### src/hw/rtl/hbb_pkg.sv
// ----------------------------------------------------------------------------
// hbb_pkg
// Shared types and constants for the horizontal box blur block.
// ----------------------------------------------------------------------------
`default_nettype none

package hbb_pkg;

   // Geometry limits
   localparam int MAX_RADIUS  = 63;
   localparam int MAX_WIDTH   = 4096;
   localparam int STORE_DEPTH = 2 * MAX_RADIUS + 1;

   // Widths
   localparam int PIX_W   = 8;                          // one color channel
   localparam int RGB_W   = 3 * PIX_W;                  // one stored pixel
   localparam int SUM_W   = 15;                         // window sum per channel
   localparam int COL_W   = $clog2(MAX_WIDTH + 1);      // holds MAX_WIDTH itself
   localparam int ICOL_W  = $clog2(MAX_WIDTH);          // column within a row
   localparam int RAD_W   = $clog2(MAX_RADIUS + 1);
   localparam int PTR_W   = $clog2(STORE_DEPTH);
   localparam int CNT_W   = $clog2(STORE_DEPTH + 1);    // pixels in a window
   localparam int NUM_CH  = 3;

   // Divider: one quotient bit per step
   localparam int DIV_STEPS = PIX_W;
   localparam int STEP_W    = $clog2(DIV_STEPS);

   // Channel slots
   localparam int CH_RED   = 0;
   localparam int CH_GREEN = 1;
   localparam int CH_BLUE  = 2;

   // Register file
   localparam int CSR_IDX_W  = 1;
   localparam int CSR_DATA_W = COL_W;
   localparam logic [CSR_IDX_W-1:0] CSR_IMAGE_WIDTH = 1'b0;
   localparam logic [CSR_IDX_W-1:0] CSR_RADIUS      = 1'b1;

   localparam logic [COL_W-1:0] WIDTH_RESET  = COL_W'(640);
   localparam logic [RAD_W-1:0] RADIUS_RESET = RAD_W'(50);

   typedef enum logic [3:0] {
      ST_IDLE  = 4'b0001,
      ST_CHECK = 4'b0010,
      ST_DIV   = 4'b0100,
      ST_LOAD  = 4'b1000
   } hbb_state_type;

   // Controller -> datapath
   typedef struct packed {
      logic accept;   // take the input beat
      logic setup;    // start one result: window count, divider load, store read
      logic step;     // one divider step
      logic load;     // move quotients to output, retire oldest pixel
   } hbb_cmd_type;

   // Datapath -> controller
   typedef struct packed {
      logic emit_ok;  // a result is due now
      logic more;     // row flush still has results after the current one
      logic out_free; // output register can take a new beat
   } hbb_sts_type;

endpackage

`default_nettype wire

### src/hw/rtl/horizontal_box_blur.sv
// ----------------------------------------------------------------------------
// horizontal_box_blur
// Edge-normalized horizontal box blur on an RGB raster pixel stream.
// ----------------------------------------------------------------------------
// Usage:
//   req_* : one RGB pixel per beat, raster order. Beat taken when req_valid
//           is high and req_stall low.
//   rsp_* : per-channel window means, truncated. rsp_last_of_run marks the
//           final result caused by one input beat.
//   csr_* : write-only; index 0 image_width, index 1 radius. Sampled at the
//           first pixel of every row, so writes during a row hit the next one.
// Results: a result is due radius pixels after its own pixel; after the beat
//   that makes it due it passes the check, 8 divide steps and the load into
//   the output register before it appears on rsp.
// Flow: a pixel is taken only while the sequencer is idle, so one that makes
//   a result holds off the next until the result is loaded. The row's last
//   pixel flushes all pending results (up to radius+1) one by one. The
//   dividers are bit-serial (one quotient bit per cycle, all three channels).
// Reset: synchronous; columns and sums clear, image_width 640, radius 50.
// Stall: the output register holds its beat while rsp_stall is high; the
//   sequencer keeps working into the dividers and waits only at the load.
// ----------------------------------------------------------------------------
`default_nettype none

module horizontal_box_blur (
   input  wire logic                              clock,
   input  wire logic                              reset,

   // pixel input
   input  wire logic                              req_valid,
   output logic                                   req_stall,
   input  wire logic [hbb_pkg::PIX_W-1:0]         req_in_red,
   input  wire logic [hbb_pkg::PIX_W-1:0]         req_in_green,
   input  wire logic [hbb_pkg::PIX_W-1:0]         req_in_blue,

   // blurred output
   output logic                                   rsp_valid,
   input  wire logic                              rsp_stall,
   output logic      [hbb_pkg::PIX_W-1:0]         rsp_out_red,
   output logic      [hbb_pkg::PIX_W-1:0]         rsp_out_green,
   output logic      [hbb_pkg::PIX_W-1:0]         rsp_out_blue,
   output logic                                   rsp_last_of_run,

   // register writes
   input  wire logic                              csr_wr_en,
   input  wire logic [hbb_pkg::CSR_IDX_W-1:0]     csr_index,
   input  wire logic [hbb_pkg::CSR_DATA_W-1:0]    csr_wdata
);

   hbb_pkg::hbb_cmd_type cmd;   // sequencer commands
   hbb_pkg::hbb_sts_type sts;   // datapath status

   // Sequencer: idle -> check -> divide -> load, looping on row flush
   hbb_ctrl u_ctrl (
      .clock     (clock),
      .reset     (reset),
      .req_valid (req_valid),
      .req_stall (req_stall),
      .cmd       (cmd),
      .sts       (sts)
   );

   // Store, sums, columns, dividers and output register
   hbb_datapath u_dp (
      .clock           (clock),
      .reset           (reset),
      .cmd             (cmd),
      .sts             (sts),
      .csr_wr_en       (csr_wr_en),
      .csr_index       (csr_index),
      .csr_wdata       (csr_wdata),
      .req_in_red      (req_in_red),
      .req_in_green    (req_in_green),
      .req_in_blue     (req_in_blue),
      .rsp_valid       (rsp_valid),
      .rsp_stall       (rsp_stall),
      .rsp_out_red     (rsp_out_red),
      .rsp_out_green   (rsp_out_green),
      .rsp_out_blue    (rsp_out_blue),
      .rsp_last_of_run (rsp_last_of_run)
   );

endmodule

`default_nettype wire

### src/hw/rtl/hbb_div_lane.sv
// ----------------------------------------------------------------------------
// hbb_div_lane
// Restoring divider, one quotient bit per step, window sum over pixel count.
// ----------------------------------------------------------------------------
`default_nettype none

module hbb_div_lane (
   input  wire logic                         clock,
   input  wire logic                         load,
   input  wire logic                         step,
   input  wire logic [hbb_pkg::SUM_W-1:0]    dividend,
   input  wire logic [hbb_pkg::CNT_W-1:0]    divisor,
   output logic      [hbb_pkg::PIX_W-1:0]    quotient
);

   localparam int HI_W = hbb_pkg::SUM_W - hbb_pkg::PIX_W;

   logic [hbb_pkg::CNT_W-1:0] divisor_ff;
   logic [HI_W-1:0]           rem_ff, rem_in;
   logic [hbb_pkg::PIX_W-1:0] dq_ff, dq_in;
   logic                      sat_ff, sat_in;
   logic [HI_W:0]             trial;
   logic                      ge;

   always_comb begin
      trial  = {rem_ff, dq_ff[hbb_pkg::PIX_W-1]};
      ge     = trial >= {1'b0, divisor_ff};
      rem_in = rem_ff;
      dq_in  = dq_ff;
      sat_in = sat_ff;
      if (load) begin
         rem_in = dividend[hbb_pkg::SUM_W-1:hbb_pkg::PIX_W];
         dq_in  = dividend[hbb_pkg::PIX_W-1:0];
         // quotient would not fit in a channel: clamp
         sat_in = HI_W'(dividend[hbb_pkg::SUM_W-1:hbb_pkg::PIX_W]) >= HI_W'(divisor);
      end else if (step) begin
         rem_in = ge ? HI_W'(trial - {1'b0, divisor_ff}) : trial[HI_W-1:0];
         dq_in  = {dq_ff[hbb_pkg::PIX_W-2:0], ge};
      end
   end

   always_ff @(posedge clock) begin
      if (load) begin
         divisor_ff <= divisor;
      end
      rem_ff <= rem_in;
      dq_ff  <= dq_in;
      sat_ff <= sat_in;
   end

   assign quotient = sat_ff ? {hbb_pkg::PIX_W{1'b1}} : dq_ff;

endmodule

`default_nettype wire

### src/hw/rtl/hbb_datapath.sv
// ----------------------------------------------------------------------------
// hbb_datapath
// Pixel store, window sums, column tracking, dividers and output register.
// ----------------------------------------------------------------------------
`default_nettype none

module hbb_datapath (
   input  wire logic                              clock,
   input  wire logic                              reset,
   input  wire hbb_pkg::hbb_cmd_type              cmd,
   output hbb_pkg::hbb_sts_type                   sts,
   input  wire logic                              csr_wr_en,
   input  wire logic [hbb_pkg::CSR_IDX_W-1:0]     csr_index,
   input  wire logic [hbb_pkg::CSR_DATA_W-1:0]    csr_wdata,
   input  wire logic [hbb_pkg::PIX_W-1:0]         req_in_red,
   input  wire logic [hbb_pkg::PIX_W-1:0]         req_in_green,
   input  wire logic [hbb_pkg::PIX_W-1:0]         req_in_blue,
   output logic                                   rsp_valid,
   input  wire logic                              rsp_stall,
   output logic      [hbb_pkg::PIX_W-1:0]         rsp_out_red,
   output logic      [hbb_pkg::PIX_W-1:0]         rsp_out_green,
   output logic      [hbb_pkg::PIX_W-1:0]         rsp_out_blue,
   output logic                                   rsp_last_of_run
);

   localparam int COL_W  = hbb_pkg::COL_W;
   localparam int ICOL_W = hbb_pkg::ICOL_W;
   localparam int RAD_W  = hbb_pkg::RAD_W;
   localparam int PTR_W  = hbb_pkg::PTR_W;
   localparam int SUM_W  = hbb_pkg::SUM_W;
   localparam int PIX_W  = hbb_pkg::PIX_W;
   localparam int NUM_CH = hbb_pkg::NUM_CH;

   // config and per-row settings
   logic [COL_W-1:0]  width_cfg_ff;
   logic [RAD_W-1:0]  radius_cfg_ff;
   logic [COL_W-1:0]  row_width_ff;
   logic [RAD_W-1:0]  row_radius_ff;

   // columns and store pointers
   logic [ICOL_W-1:0] in_col_ff, in_col_in;
   logic [ICOL_W-1:0] cur_col_ff;
   logic [COL_W-1:0]  out_col_ff;
   logic [PTR_W-1:0]  wr_ptr_ff;
   logic [PTR_W-1:0]  rd_ptr_ff;
   logic              flush_ff;

   logic [SUM_W-1:0]  sum_ff [NUM_CH];
   logic [PIX_W-1:0]  in_px  [NUM_CH];
   logic [PIX_W-1:0]  old_px [NUM_CH];
   logic [PIX_W-1:0]  quo    [NUM_CH];

   logic [hbb_pkg::RGB_W-1:0] store_mem [hbb_pkg::STORE_DEPTH];
   logic [hbb_pkg::RGB_W-1:0] rd_data_ff;

   logic              rsp_valid_ff;

   // accept-time decode
   logic              row_start;
   logic [COL_W-1:0]  width_eff;
   logic [COL_W-1:0]  row_width_use;
   logic [PTR_W-1:0]  wr_ptr_use;
   logic              is_last;

   // window count for the result being set up
   logic [COL_W-1:0]  cur_col_x;
   logic [COL_W-1:0]  radius_x;
   logic [COL_W-1:0]  win_lo;
   logic [COL_W-1:0]  win_hi_raw;
   logic [COL_W-1:0]  win_hi;
   logic [hbb_pkg::CNT_W-1:0] win_cnt;
   logic              retire;

   assign in_px[hbb_pkg::CH_RED]   = req_in_red;
   assign in_px[hbb_pkg::CH_GREEN] = req_in_green;
   assign in_px[hbb_pkg::CH_BLUE]  = req_in_blue;

   assign old_px[hbb_pkg::CH_RED]   = rd_data_ff[3*PIX_W-1:2*PIX_W];
   assign old_px[hbb_pkg::CH_GREEN] = rd_data_ff[2*PIX_W-1:PIX_W];
   assign old_px[hbb_pkg::CH_BLUE]  = rd_data_ff[PIX_W-1:0];

   always_comb begin
      row_start = in_col_ff == '0;
      if (width_cfg_ff == '0) begin
         width_eff = COL_W'(1);
      end else if (width_cfg_ff > COL_W'(hbb_pkg::MAX_WIDTH)) begin
         width_eff = COL_W'(hbb_pkg::MAX_WIDTH);
      end else begin
         width_eff = width_cfg_ff;
      end
      row_width_use = row_start ? width_eff : row_width_ff;
      wr_ptr_use    = row_start ? '0 : wr_ptr_ff;
      is_last       = ({1'b0, in_col_ff} + COL_W'(1)) >= row_width_use;
      in_col_in     = is_last ? '0 : in_col_ff + ICOL_W'(1);
   end

   always_comb begin
      cur_col_x  = {1'b0, cur_col_ff};
      radius_x   = COL_W'(row_radius_ff);
      win_lo     = (out_col_ff > radius_x) ? out_col_ff - radius_x : '0;
      win_hi_raw = out_col_ff + radius_x;
      win_hi     = (win_hi_raw > cur_col_x) ? cur_col_x : win_hi_raw;
      win_cnt    = hbb_pkg::CNT_W'(win_hi - win_lo + COL_W'(1));
      retire     = out_col_ff >= radius_x;
   end

   // status
   assign sts.emit_ok  = (out_col_ff <= cur_col_x) &&
                         (flush_ff || (cur_col_x >= radius_x));
   assign sts.more     = flush_ff && (out_col_ff != cur_col_x);
   assign sts.out_free = !rsp_valid_ff || !rsp_stall;

   // config registers
   always_ff @(posedge clock) begin
      if (reset) begin
         width_cfg_ff  <= hbb_pkg::WIDTH_RESET;
         radius_cfg_ff <= hbb_pkg::RADIUS_RESET;
      end else if (csr_wr_en) begin
         unique case (csr_index)
            hbb_pkg::CSR_IMAGE_WIDTH: width_cfg_ff  <= csr_wdata;
            hbb_pkg::CSR_RADIUS:      radius_cfg_ff <= csr_wdata[RAD_W-1:0];
            default: ;
         endcase
      end
   end

   // pixel store: written on accept, read at retire pointer on setup
   always_ff @(posedge clock) begin
      if (cmd.accept) begin
         store_mem[wr_ptr_use] <= {req_in_red, req_in_green, req_in_blue};
      end
      if (cmd.setup) begin
         rd_data_ff <= store_mem[rd_ptr_ff];
      end
   end

   // row state and sums
   always_ff @(posedge clock) begin
      if (reset) begin
         row_width_ff  <= hbb_pkg::WIDTH_RESET;
         row_radius_ff <= hbb_pkg::RADIUS_RESET;
         in_col_ff     <= '0;
         cur_col_ff    <= '0;
         out_col_ff    <= '0;
         wr_ptr_ff     <= '0;
         rd_ptr_ff     <= '0;
         flush_ff      <= 1'b0;
         for (int i = 0; i < NUM_CH; i++) begin
            sum_ff[i] <= '0;
         end
      end else if (cmd.accept) begin
         if (row_start) begin
            row_width_ff  <= width_eff;
            row_radius_ff <= radius_cfg_ff;
            out_col_ff    <= '0;
            rd_ptr_ff     <= '0;
         end
         for (int i = 0; i < NUM_CH; i++) begin
            sum_ff[i] <= (row_start ? '0 : sum_ff[i]) + SUM_W'(in_px[i]);
         end
         wr_ptr_ff  <= (wr_ptr_use == PTR_W'(hbb_pkg::STORE_DEPTH - 1)) ?
                       '0 : wr_ptr_use + PTR_W'(1);
         cur_col_ff <= in_col_ff;
         flush_ff   <= is_last;
         in_col_ff  <= in_col_in;
      end else if (cmd.load) begin
         if (retire) begin
            for (int i = 0; i < NUM_CH; i++) begin
               sum_ff[i] <= sum_ff[i] - SUM_W'(old_px[i]);
            end
            rd_ptr_ff <= (rd_ptr_ff == PTR_W'(hbb_pkg::STORE_DEPTH - 1)) ?
                         '0 : rd_ptr_ff + PTR_W'(1);
         end
         out_col_ff <= out_col_ff + COL_W'(1);
      end
   end

   // one divider per channel
   for (genvar g = 0; g < NUM_CH; g++) begin : g_div
      hbb_div_lane u_div (
         .clock    (clock),
         .load     (cmd.setup),
         .step     (cmd.step),
         .dividend (sum_ff[g]),
         .divisor  (win_cnt),
         .quotient (quo[g])
      );
   end

   // output register
   always_ff @(posedge clock) begin
      if (reset) begin
         rsp_valid_ff <= 1'b0;
      end else if (cmd.load) begin
         rsp_valid_ff <= 1'b1;
      end else if (!rsp_stall) begin
         rsp_valid_ff <= 1'b0;
      end
   end

   always_ff @(posedge clock) begin
      if (cmd.load) begin
         rsp_out_red     <= quo[hbb_pkg::CH_RED];
         rsp_out_green   <= quo[hbb_pkg::CH_GREEN];
         rsp_out_blue    <= quo[hbb_pkg::CH_BLUE];
         rsp_last_of_run <= !sts.more;
      end
   end

   assign rsp_valid = rsp_valid_ff;

   // a new beat shows up only from a load
   a_valid_from_load: assert property (@(posedge clock) disable iff (reset)
      $rose(rsp_valid_ff) |-> $past(cmd.load))
      else $error("rsp_valid rose without a load");

endmodule

`default_nettype wire

### src/hw/rtl/hbb_ctrl.sv
// ----------------------------------------------------------------------------
// hbb_ctrl
// Sequencer: accept a pixel, then run one divide per due result.
// ----------------------------------------------------------------------------
`default_nettype none

module hbb_ctrl (
   input  wire logic                   clock,
   input  wire logic                   reset,
   input  wire logic                   req_valid,
   output logic                        req_stall,
   output hbb_pkg::hbb_cmd_type        cmd,
   input  wire hbb_pkg::hbb_sts_type   sts
);

   localparam int STEP_W = hbb_pkg::STEP_W;

   hbb_pkg::hbb_state_type state_ff, state_in;
   logic [STEP_W-1:0]      step_cnt_ff, step_cnt_in;
   logic                   step_done;

   assign step_done = step_cnt_ff == STEP_W'(hbb_pkg::DIV_STEPS - 1);

   always_comb begin
      state_in    = state_ff;
      step_cnt_in = step_cnt_ff;
      cmd         = '0;
      unique case (state_ff)
         hbb_pkg::ST_IDLE: begin
            if (req_valid) begin
               cmd.accept = 1'b1;
               state_in   = hbb_pkg::ST_CHECK;
            end
         end
         hbb_pkg::ST_CHECK: begin
            if (sts.emit_ok) begin
               cmd.setup   = 1'b1;
               step_cnt_in = '0;
               state_in    = hbb_pkg::ST_DIV;
            end else begin
               state_in = hbb_pkg::ST_IDLE;
            end
         end
         hbb_pkg::ST_DIV: begin
            cmd.step    = 1'b1;
            step_cnt_in = step_cnt_ff + STEP_W'(1);
            if (step_done) begin
               state_in = hbb_pkg::ST_LOAD;
            end
         end
         hbb_pkg::ST_LOAD: begin
            if (sts.out_free) begin
               cmd.load = 1'b1;
               state_in = sts.more ? hbb_pkg::ST_CHECK : hbb_pkg::ST_IDLE;
            end
         end
         default: begin
            state_in = hbb_pkg::ST_IDLE;
         end
      endcase
   end

   always_ff @(posedge clock) begin
      if (reset) begin
         state_ff    <= hbb_pkg::ST_IDLE;
         step_cnt_ff <= '0;
      end else begin
         state_ff    <= state_in;
         step_cnt_ff <= step_cnt_in;
      end
   end

   assign req_stall = state_ff != hbb_pkg::ST_IDLE;

   a_accept_then_check: assert property (@(posedge clock) disable iff (reset)
      cmd.accept |=> state_ff == hbb_pkg::ST_CHECK)
      else $error("accepted pixel not followed by check");

   a_div_length: assert property (@(posedge clock) disable iff (reset)
      cmd.setup |-> ##(hbb_pkg::DIV_STEPS + 1) state_ff == hbb_pkg::ST_LOAD)
      else $error("divide did not finish in the expected steps");

   a_load_needs_room: assert property (@(posedge clock) disable iff (reset)
      cmd.load |-> sts.out_free)
      else $error("load while output register still held");

endmodule

`default_nettype wire

### config.mk
export PLATFORM = sky130hd
export DESIGN_NAME = horizontal_box_blur
export DESIGN_NICKNAME = d
export VERILOG_FILES = /design/src/hw/rtl/hbb_pkg.sv /design/src/hw/rtl/horizontal_box_blur.sv /design/src/hw/rtl/hbb_div_lane.sv /design/src/hw/rtl/hbb_datapath.sv /design/src/hw/rtl/hbb_ctrl.sv
export SDC_FILE = /design/constraint.sdc
export NUM_CORES = 2
export LEC_CHECK = 0
export BUFFER_PORTS_ARGS = -buffer_cell sky130_fd_sc_hd__clkbuf_2
export CAP_MARGIN = 20
export CORE_MARGIN = 2
export CORE_UTILIZATION = 41
export CTS_CLUSTER_DIAMETER = 80
export DETAILED_ROUTE_END_ITERATION = 8
export GPL_TIMING_DRIVEN = 0
export HOLD_SLACK_MARGIN = 0.02
export SLEW_MARGIN = 30
export SYNTH_ARGS = -nofsm -noshare
export SYNTH_HDL_FRONTEND = slang
export SYNTH_SLANG_ARGS = --single-unit
### constraint.sdc
create_clock -name clock -period 6 [get_ports clock]
set_clock_uncertainty 0.2 [all_clocks]
set_input_delay 1.2 -clock clock [delete_from_list [all_inputs] [get_ports clock]]
set_output_delay 1.2 -clock clock [all_outputs]
set_load 0.005 [all_outputs]
==> reports/qor.yml <==
setup_path:
  end_kind: "flip-flop"
  crit_path_frequent_cell: "ha_1"
  start_kind: "flip-flop"
  cp_data_arrival_time_ns: 6.45
  cpLargestDelayFamily: "adder cells"
  crit_start: "u_dp.row_radius_ff[2]"
  required_ns: 6.39
  cp_max_fo: 8
  rr_startpoint: "u_dp.row_radius_ff[2]"
  critPathBufInv: 6
  critical_path_class: "flip-flop to flip-flop"
  slowest_stage: "a2111oi_1"
  critPathMaxStageDelay_ns: 0.59
finish:
  finalNetCount: 7129
  fin_util: 0.4838
  postLayoutCellArea_um2: 155200
  final_common_cell: "edfxtp_1"
  final_cell_mix: "edfxtp_1 (3197), mux4_2 (984), clkbuf_16 (354)"
  drive_gt1_frac: 0.3058
  areaGrowthSynthToFinish_pct: 17.51
  final_cells: 11490
run:
  cap_violations: 0
grt:
  grt_util_all_layers: 0.2197
  grt_pass1_vias: 66230
  grt_start_max_net_pins: 111
  overflow: 0
  antenna_found_initial: 39
  grt_pass1_wl_um: 504400
floorplanning:
  ioPinCount: 70
  initial_core_util: 0.4117
  dieArea_um2: 326800
  dieWidth_um: 571.6
  fp.coreArea_um2: 320900
  row_count: 208
  die_y_um: 571.6
clock_network:
  clk_pin_slew_ns: 0.06
  cts_max_level: 5
  cts_made_buffers: 347
  numClockSinks: 3295
  clkLatencyLatePin_ns: 0.92
  cts_tree: "yes"
  cts-root-buf: "clkbuf_16"
  cts.path.max_buffers: 4
  hold_buffers: 0
yosys:
  ys.flop_type: "edfxtp_1"
  synthMuxAreaShare: 0.1750
  syn_area_um2: 132100
  synth_edf_count: 3197
  synth_compound_area_frac: 0.02078
  synth_top_family_by_area: "multiplexers"
  syn_nets: 6457
  synth_warnings: 0
  synthAdderAreaFrac: 0.01733
  synth-seq-area-share: 0.7416
  yosysUniqueCellTypes: 68
  syn_inst: 6243
  synthSimpleGateAreaFrac: 0.02723
  synth_xor_area_frac: 0.005437
  syn_avg_cell_area_um2: 21.16
  async_flop_share: 0
  synth_seq_cells: 3295
placed_design:
  dp.final_hpwl_um: 254500
  portBuffers: 68
  placedCellCount: 10850
  placed_area_um2: 143800
  gp_congestion: 0.9287
  pre_cts_ws_ns: -1.002
power:
  p_sw_frac: 0.2090
  ir_drop_v: 0.0002511
  total_leakage_power_nw: 47.96
  power.density_nw_per_um2: 308.5
  p_int_w: 0.03788
  power.share.clock: 0.434
  p_seq_frac: 0.531
  combPwrFrac: 0.035
  p_switching_w: 0.01001
route:
  wl_um: 360400
  first_pass_iters: 7
  wire_per_inst_um: 31.37
  drt_iter0_markers: 9138
  vias: 66750
  post-route-drc-count: 0
  final_antenna_net_count: 0
  viasPerCell: 5.810
timing:
  slew_headroom: 0.3045
  fmax_mhz: 165.1
  fin_tns_setup_ns: -0.1166
  period_needed_ns: 6.056
  worst_slew_pin_slew_ns: 1.043
  drv_slew: 0
  grt_setup_unrepaired: "yes"
  fin_ws_ns: -0.05633
  setup_viol: 3
  hold_violations: 0
  fin_crit_sh: 1.009
outcome:
  violations: "negative setup slack"
  outcome: "finished with violations"
worst_hold_path:
  hp-start: "u_dp.radius_cfg_ff[0]"
  worstHoldPathType: "flip-flop to flip-flop"
[repair_timing]
action	CTS	global route
cloned	0	0
endpoints found under the setup margin	4	4
setup buffers	20	2
resized for setup	65	6
pin swaps	36	19
[per-layer routing]
layer | wire length [um] | vias to the layer above | GRT usage
li1 | - | 27470 | -
met1 | 147500 | 35580 | 0.3108
met2 | 169600 | 3179 | 0.3477
met3 | 33160 | 515 | 0.04585
met4 | 10030 | 6 | 0.05803
met5 | 31 | - | 0
[cell families after synthesis]
logic type	after synthesis
DFF	3295
muxes	1073
and+or+nand+nor	754
AOI/OAI and AO/OA	448
buffers and inverters	414
adders and majority gates	177
xor gates and xnor gates	82
[power groups by stage]
stage / clock network [W] / logic [W] / registers [W]
finish: 0.0208 / 0.00170 / 0.0254
global route: 0.0219 / 0.00183 / 0.0254
CTS: 0.0210 / 0.00168 / 0.0254
detailed placement: 0 / 0.00157 / 0.0259
global placement: 0 / 0.00142 / 0.0260
floorplan: 0 / 0.000722 / 0.0259
[worst register-to-register path, stage by stage (launching register included)]
cell and delay, ns:
dfxtp_2 0.35, inv_1 0.07, ha_1 0.29, buf_6 0.12
nor2_4 0.04, o311a_1 0.31, nor2_1 0.13, o21bai_2 0.11
buf_4 0.16, xor2_1 0.15, ha_1 0.23, a2111oi_1 0.59
o221ai_4 0.22, buf_8 0.18, o21ai_0 0.27, ha_1 0.26
ha_4 0.16, inv_2 0.05, fa_2 0.44, xnor2_4 0.25
inv_4 0.09, ha_4 0.21, nor2b_1 0.12, o21ai_1 0.12
nand2b_1 0.07, maj3_2 0.30, maj3_2 0.31
[cell type report]
type	instances	area, um2
Sequential cell	3295	97980
Timing Repair Buffer	324	5465
Multi-Input combinational cell	2534	33780
Inverter	102	387.9
Fill cell	25770	165700
Clock buffer	435	9193
Buffer	311	1378
Antenna cell	9	22.52
Tap cell	4305	5386
Clock inverter	173	1634
[flip-flops by register name (all words and copies together), names as in the netlist, 3 cells and up]
register                     cells
u_dp.rd_ptr_ff                   7
u_ctrl.state_ff                  4
u_dp.out_col_ff                 13
u_dp.g_div.u_div.sat_ff          3
u_dp.radius_cfg_ff               6
u_dp.g_div.u_div.dq_ff          24
u_dp.in_col_ff                  12
u_ctrl.step_cnt_ff               3
u_dp.rsp_out_blue                8
u_dp.rsp_out_red                 8
u_dp.sum_ff                     45
u_dp.row_width_ff               13
u_dp.row_radius_ff               6
u_dp.old_px                     24
u_dp.width_cfg_ff               13
u_dp.g_div.u_div.rem_ff         21
u_dp.g_div.u_div.divisor_ff      7
u_dp.wr_ptr_ff                   7
u_dp.store_mem                3048
u_dp.rsp_out_green               8
u_dp.cur_col_ff                 12
[Yosys cell counts (all sizes together), types with 7 or more instances]
cell	number	area share
or3	11	0.00052
nand3b	9	0.00051
nand3	55	0.0021
o211ai	8	0.00045
nor3b	14	0.00080
and3	15	0.00071
nand2b	38	0.0018
inv	102	0.0029
nor3	34	0.0013
xnor2	45	0.0030
a22o	9	0.00060
or2	27	0.0013
mux4	984	0.17
nand4	20	0.00095
o21a	18	0.0010
nor2b	31	0.0015
dfxtp	98	0.015
o32ai	7	0.00046
o22ai	16	0.00076
a31oi	13	0.00062
edfxtp	3197	0.73
a21boi	10	0.00057
o21ai	120	0.0045
a21oi	146	0.0055
nor2	252	0.0072
clkbuf	193	0.0055
nand2	182	0.0052
a221oi	8	0.00053
ha	159	0.015
xor2	37	0.0025
mux2	48	0.0041
nor4	18	0.00085
fa	12	0.0018
a211oi	15	0.00085
and2	33	0.0016
mux2i	41	0.0031
buf	119	0.0043
a21o	33	0.0019
a211o	13	0.00086
nor4b	7	0.00056
[final timing paths]
check,endpoint,slack (ns),depth (start not counted)
worst max-delay path,u_dp.g_div[0].u_div.sat_ff,-0.06,26
worst min-delay path,u_dp.row_radius_ff[0],0.25,2
worst max register to register,u_dp.g_div[0].u_div.sat_ff,-0.06,26
worst min register to register,u_dp.row_radius_ff[0],0.25,2
[stage by stage]
step           hold WS, ns  total power, W
2_1_floorplan       0.2323         0.02658
3_3_place_gp        0.2409         0.02739
3_5_place_dp        0.2478         0.02747
4_1_cts             0.2512         0.04812
5_1_grt             0.2732         0.04913
6_report            0.2503         0.04788
Note: power is estimated with default switching activity, not from simulation.
